==> config.mk <==
export PLATFORM = sky130hd
export DESIGN_NAME = aral_front
export DESIGN_NICKNAME = d
export VERILOG_FILES = /design/src/sv/aral_pkg.sv /design/src/sv/aral_front.sv
export SDC_FILE = /design/constraint.sdc
export NUM_CORES = 1
export LEC_CHECK = 0
export ABC_CLOCK_PERIOD_IN_PS = 3200
export BUFFER_PORTS_ARGS = -buffer_cell sky130_fd_sc_hd__buf_2
export CAP_MARGIN = 20
export CELL_PAD_IN_SITES_DETAIL_PLACEMENT = 0
export CELL_PAD_IN_SITES_GLOBAL_PLACEMENT = 1
export CORE_ASPECT_RATIO = 1.5
export CORE_MARGIN = 4
export CORE_UTILIZATION = 27
export DETAILED_ROUTE_END_ITERATION = 10
export PLACE_DENSITY = 0.79
export SETUP_SLACK_MARGIN = 0.05
export SLEW_MARGIN = 30
export SYNTH_ARGS = -nofsm -noshare
export SYNTH_HDL_FRONTEND = slang
export SYNTH_SLANG_ARGS = --single-unit
==> constraint.sdc <==
create_clock -name vclk -period 3.2
set_input_delay 0.48 -clock vclk [all_inputs]
set_output_delay 0.48 -clock vclk [all_outputs]
set_load 0.01 [all_outputs]
==> src/sv/aral_pkg.sv <==
// Package for the address range allocator: payload structs, status codes,
// queue command type and reset values. No dependencies.
package aral_pkg;

   localparam int MAX_RANGES_DEFAULT = 64;
   localparam int QUEUE_DEPTH = 2;

   localparam logic [63:0] LOWEST_BASE_RESET = 64'd4096;
   localparam logic [63:0] USER_LIMIT_RESET  = 64'hFFFF_FFFF_8000_0000;

   localparam logic [1:0] ST_OK       = 2'd0;
   localparam logic [1:0] ST_REJECT   = 2'd1;
   localparam logic [1:0] ST_FULL     = 2'd2;
   localparam logic [1:0] ST_NOTFOUND = 2'd3;

   localparam logic OP_MAP    = 1'b0;
   localparam logic OP_LOOKUP = 1'b1;

   localparam logic CSR_LOWEST_BASE = 1'b0;
   localparam logic CSR_USER_LIMIT  = 1'b1;

   typedef struct packed {
      logic        opcode;
      logic [63:0] address;
      logic [63:0] length;
      logic        fixed;
   } req_type;

   typedef struct packed {
      logic [1:0]  status;
      logic [63:0] range_base;
      logic [63:0] range_end;
      logic [5:0]  slot;
   } rsp_type;

   // Classified item as it waits between front and engine
   typedef struct packed {
      logic        is_lookup;
      logic        has_hint;
      logic        hint_ovf;
      logic        fixed;
      logic [63:0] address;
      logic [63:0] length;
      logic [63:0] hint_end;
   } cmd_type;

   typedef struct packed {
      logic [63:0] lowest_base;
      logic [63:0] user_limit;
   } cfg_type;

   typedef enum logic [1:0] {
      MODE_LOOKUP = 2'd0,
      MODE_HINT   = 2'd1,
      MODE_FIRST  = 2'd2
   } mode_type;

endpackage

==> src/sv/aral_front.sv <==
// Front of the address range allocator: takes request items and classifies
// them into queue commands. Depends on aral_pkg.
module aral_front (
   input  logic               clock,
   input  logic               reset,
   input  logic               req_valid,
   output logic               req_ready,
   input  aral_pkg::req_type  req_data,
   output logic               push,
   output aral_pkg::cmd_type  push_data,
   input  logic               queue_full
);

   logic [64:0] hint_sum;
   logic        seen_ff;
   logic        seen_in;

   assign req_ready = !queue_full;
   assign push      = req_valid && req_ready;
   assign hint_sum  = {1'b0, req_data.address} + {1'b0, req_data.length};

   always_comb begin
      push_data.is_lookup = (req_data.opcode == aral_pkg::OP_LOOKUP);
      push_data.has_hint  = (req_data.address != 64'd0);
      push_data.hint_ovf  = hint_sum[64];
      push_data.fixed     = req_data.fixed;
      push_data.address   = req_data.address;
      push_data.length    = req_data.length;
      push_data.hint_end  = hint_sum[63:0];
   end

   // Mark that at least one item has gone through (kept for the assertion)
   assign seen_in = seen_ff || push;

   always_ff @(posedge clock) begin
      if (reset) begin
         seen_ff <= 1'b0;
      end else begin
         seen_ff <= seen_in;
      end
   end

`ifndef SYNTHESIS
   a_no_push_when_full: assert property (@(posedge clock) disable iff (reset)
      queue_full |-> !push) else $error("push into full queue");
   a_push_marks_seen: assert property (@(posedge clock) disable iff (reset)
      push |=> seen_ff) else $error("seen flag not set");
   a_ready_tracks_queue: assert property (@(posedge clock) disable iff (reset)
      req_valid && !queue_full |-> push) else $error("item not taken");
`endif

endmodule

==> impl_metrics.yaml <==
logic_synthesis:
  netlist_instances: 728
  synth_sequential_area_ratio_pct: 0
  netlist.area_leader.share_pct: 19.0
  yosysWarnings: 0
  netlist-cell-type-count: 69
  syn_area_per_cell_um2: 7.07
  synth_area_leaders: "buf_4 (19%), ha_1 (16%), a21o_1 (6.9%)"
  netlist_area_um2: 5150
  synth_top_area_cell: "buf_4"
  syn-num-nets: 927
route:
  drc: 0
  avgRoutedWirePerCell_um: 17.9
  first_iter_violations: 300
  routed_via_density: 5.02
  detail_route.first_pass.iterations: 4
  antenna_left: 0
  via_count: 6889
  routed_wirelength_um: 24500
die:
  top_level_ports: 332
  initial_core_util_pct: 27.6
  chipHeight_um: 177
  die_w_um: 121
  core_um2: 18600
  row_count: 61
  dieArea_um2: 21400
setup_path:
  crit_path_start: "req_data[1]"
  worst_setup_path_start_kind: "input port"
  critical_path_required_ps: 2720
  series_of_cell_instances_along_the_critical_path: "buf_8 > ha_4 > fa_2 > a211oi_4 > o211ai_1 > a31o_1 > o211ai_1 > buf_4 > nand2_2 > a32o_2 > o41a_1 > xor2_2 > buf_2"
  critical-path-top-delay-family: "compound AO/OA/AOI/OAI gates"
  timing.setup.critical_path_class: "input port to output pin"
  cp_max_fo: 2
  cp_num_buf_inv: 3
  cell_repeated_most_along_the_worst_path: "o211ai_1"
  critical_path.slowest_cell: "fa_2"
  timing.critical_path.arrival_ps: 3030
  critical-path-max-stage-delay_ps: 360
  end_kind: "output pin"
power_and_ir_drop:
  power_density_nw_per_um2: 231
  worst_ir_drop_on_vdd_uv: 134
  leakagePower_nw: 4.40
  p_total_w: 0.00206
layout:
  nClkBuffers: 0
  seq_cells: 0
  fillers: 1897
  design.final.nets: 1321
  post_route_cells_drive_above_1_share_pct: 62.6
  layout.area.seq_um2: 0
  syn2layout_area_growth_pct: 73.5
  insertedDiodeCount: 0
sta:
  rsz0062_at_grt: "true"
  finalHoldWorstSlack_ps: 960
  setup_violations: 18
  fmaxAchievable_ghz: 0.285
  finalCritPeriodShare_pct: 110
  worst_pin_slew_ps: 686
  slew-limit-headroom_pct: 53.8
  timing_hold_violations_final: 0
  min_period_ps: 3510
  slew_viol_final: 0
  layout_setup_ws_ps: -306
grt:
  first_global_vias: 6983
  wire_length_of_the_first_global_routing_pass_um: 35600
  grt-ovfl-total: 0
  grt_use_total_pct: 20.5
  antenna_found_initial: 0
  pin_count_of_the_biggest_net_entering_global_routing: 11
clock_network:
  ctsHoldBuffers: 0
place:
  half_perimeter_wire_length_after_placement_um: 21100
  worst_slack_after_detailed_placement_ps: -517
  placement.io_buffers: 326
  finalWeightedCongestion: 0.911
outcome:
  violations: "setup timing"
  run_status: "finished, violations left"
hold_path:
  min-delay-path-class: "input port to output pin"
  holdCritStartpoint: "req_data[0]"
run:
  drv.max_cap_violation_count: 0
==> placed cells by master, fill, tap and decap left out, types with 7 or more instances in the layout <==
| master | n |
|---|---|
| a21o_1 | 46 |
| a21oi_1 | 46 |
| a21oi_2 | 21 |
| a31oi_1 | 7 |
| and4_1 | 7 |
| buf_2 | 303 |
| buf_4 | 209 |
| buf_6 | 35 |
| ha_1 | 28 |
| ha_4 | 32 |
| inv_1 | 13 |
| nand2_1 | 45 |
| nand3_1 | 8 |
| nand4_1 | 24 |
| nor2_1 | 31 |
| nor3_1 | 8 |
| nor4_1 | 18 |
| o211ai_1 | 8 |
| o21ai_0 | 18 |
| o21ai_1 | 8 |
| o21ai_2 | 8 |
| o21ai_4 | 7 |
| o21bai_1 | 11 |
| xnor2_1 | 27 |
| xor2_1 | 23 |
==> kinds of logic (layout without fill, tap and decap cells) <==
logic type | Yosys count | after routing | synth area share [%]
muxes | 2 | 2 | 0.437
xor gates and xnor gates | 59 | 59 | 10.0
and+or+nand+nor | 185 | 185 | 18.7
adders and majority gates | 65 | 65 | 15.9
AOI/OAI and AO/OA | 246 | 246 | 32.5
buffers and inverters | 171 | 563 | 22.5
==> cell type report <==
class	count	area, µm²	area share, %
inverters	13	48.8	0.546
repair buffers	550	3520	39.5
well taps	252	315	3.53
multi-input cells	557	5040	56.5
==> power by group <==
part / internal [W] / switching (W)
clock: 0 / 0
sequential: 0 / 0
combinational: 0.00101 / 0.00105
total: 0.00101 / 0.00105
==> final timing paths <==
path / depth (start not counted) / slack (ps) / end
setup / recovery: 13 / -310 / push_data[60]
hold / removal: 0 / 960 / push_data[192]
==> cell usage after synthesis (5+ instances only) <==
| cell type | n |
|---|---|
| and4_1 | 8 |
| o21a_1 | 7 |
| nand3_1 | 8 |
| a21oi_1 | 69 |
| nand4_1 | 24 |
| buf_4 | 130 |
| o21ai_0 | 30 |
| nor3_1 | 11 |
| nor2_1 | 35 |
| a31oi_1 | 8 |
| nor4_1 | 19 |
| and3_1 | 5 |
| o211ai_1 | 8 |
| xnor2_1 | 32 |
| ha_1 | 64 |
| buf_2 | 8 |
| nand2_1 | 51 |
| o21ai_1 | 10 |
| inv_1 | 13 |
| xor2_1 | 27 |
| o21bai_1 | 13 |
| a21boi_0 | 6 |
| a21o_1 | 47 |
| clkbuf_1 | 16 |
| a211oi_1 | 5 |
==> metal layers <==
metal	GRT usage, %	routed length (µm)	vias up	share of wire, %
met2	41.9	13700	249	56
met1	21.1	8780	3227	36
met3	1.92	1040	52	4.2
met4	7.09	953	0	3.9
met5	0	0	-	0
li1	-	-	3361	-
==> metrics by stage <==
step / std cells / cell area (µm²) / util [%] / TNS (ps)
5_1_grt: 1372 / 8930 / 48.0 / -6190
3_5_place_dp: 1348 / 7500 / 40.3 / -8490
4_1_cts: 1362 / 8180 / 43.9 / -3320
2_1_floorplan: 728 / 5160 / - / 0
3_3_place_gp: 1348 / 7500 / 40.3 / -7820
6_report: 1372 / 8930 / 48.0 / -2930
==> repair_timing <==
action                     CTS  global route
setup endpoints to repair   41            42
gates resized for setup    109           127
gates cloned                 0             0
pin swaps                   42            57
buffers inserted            18            12
(Power assumes the default switching activity.)
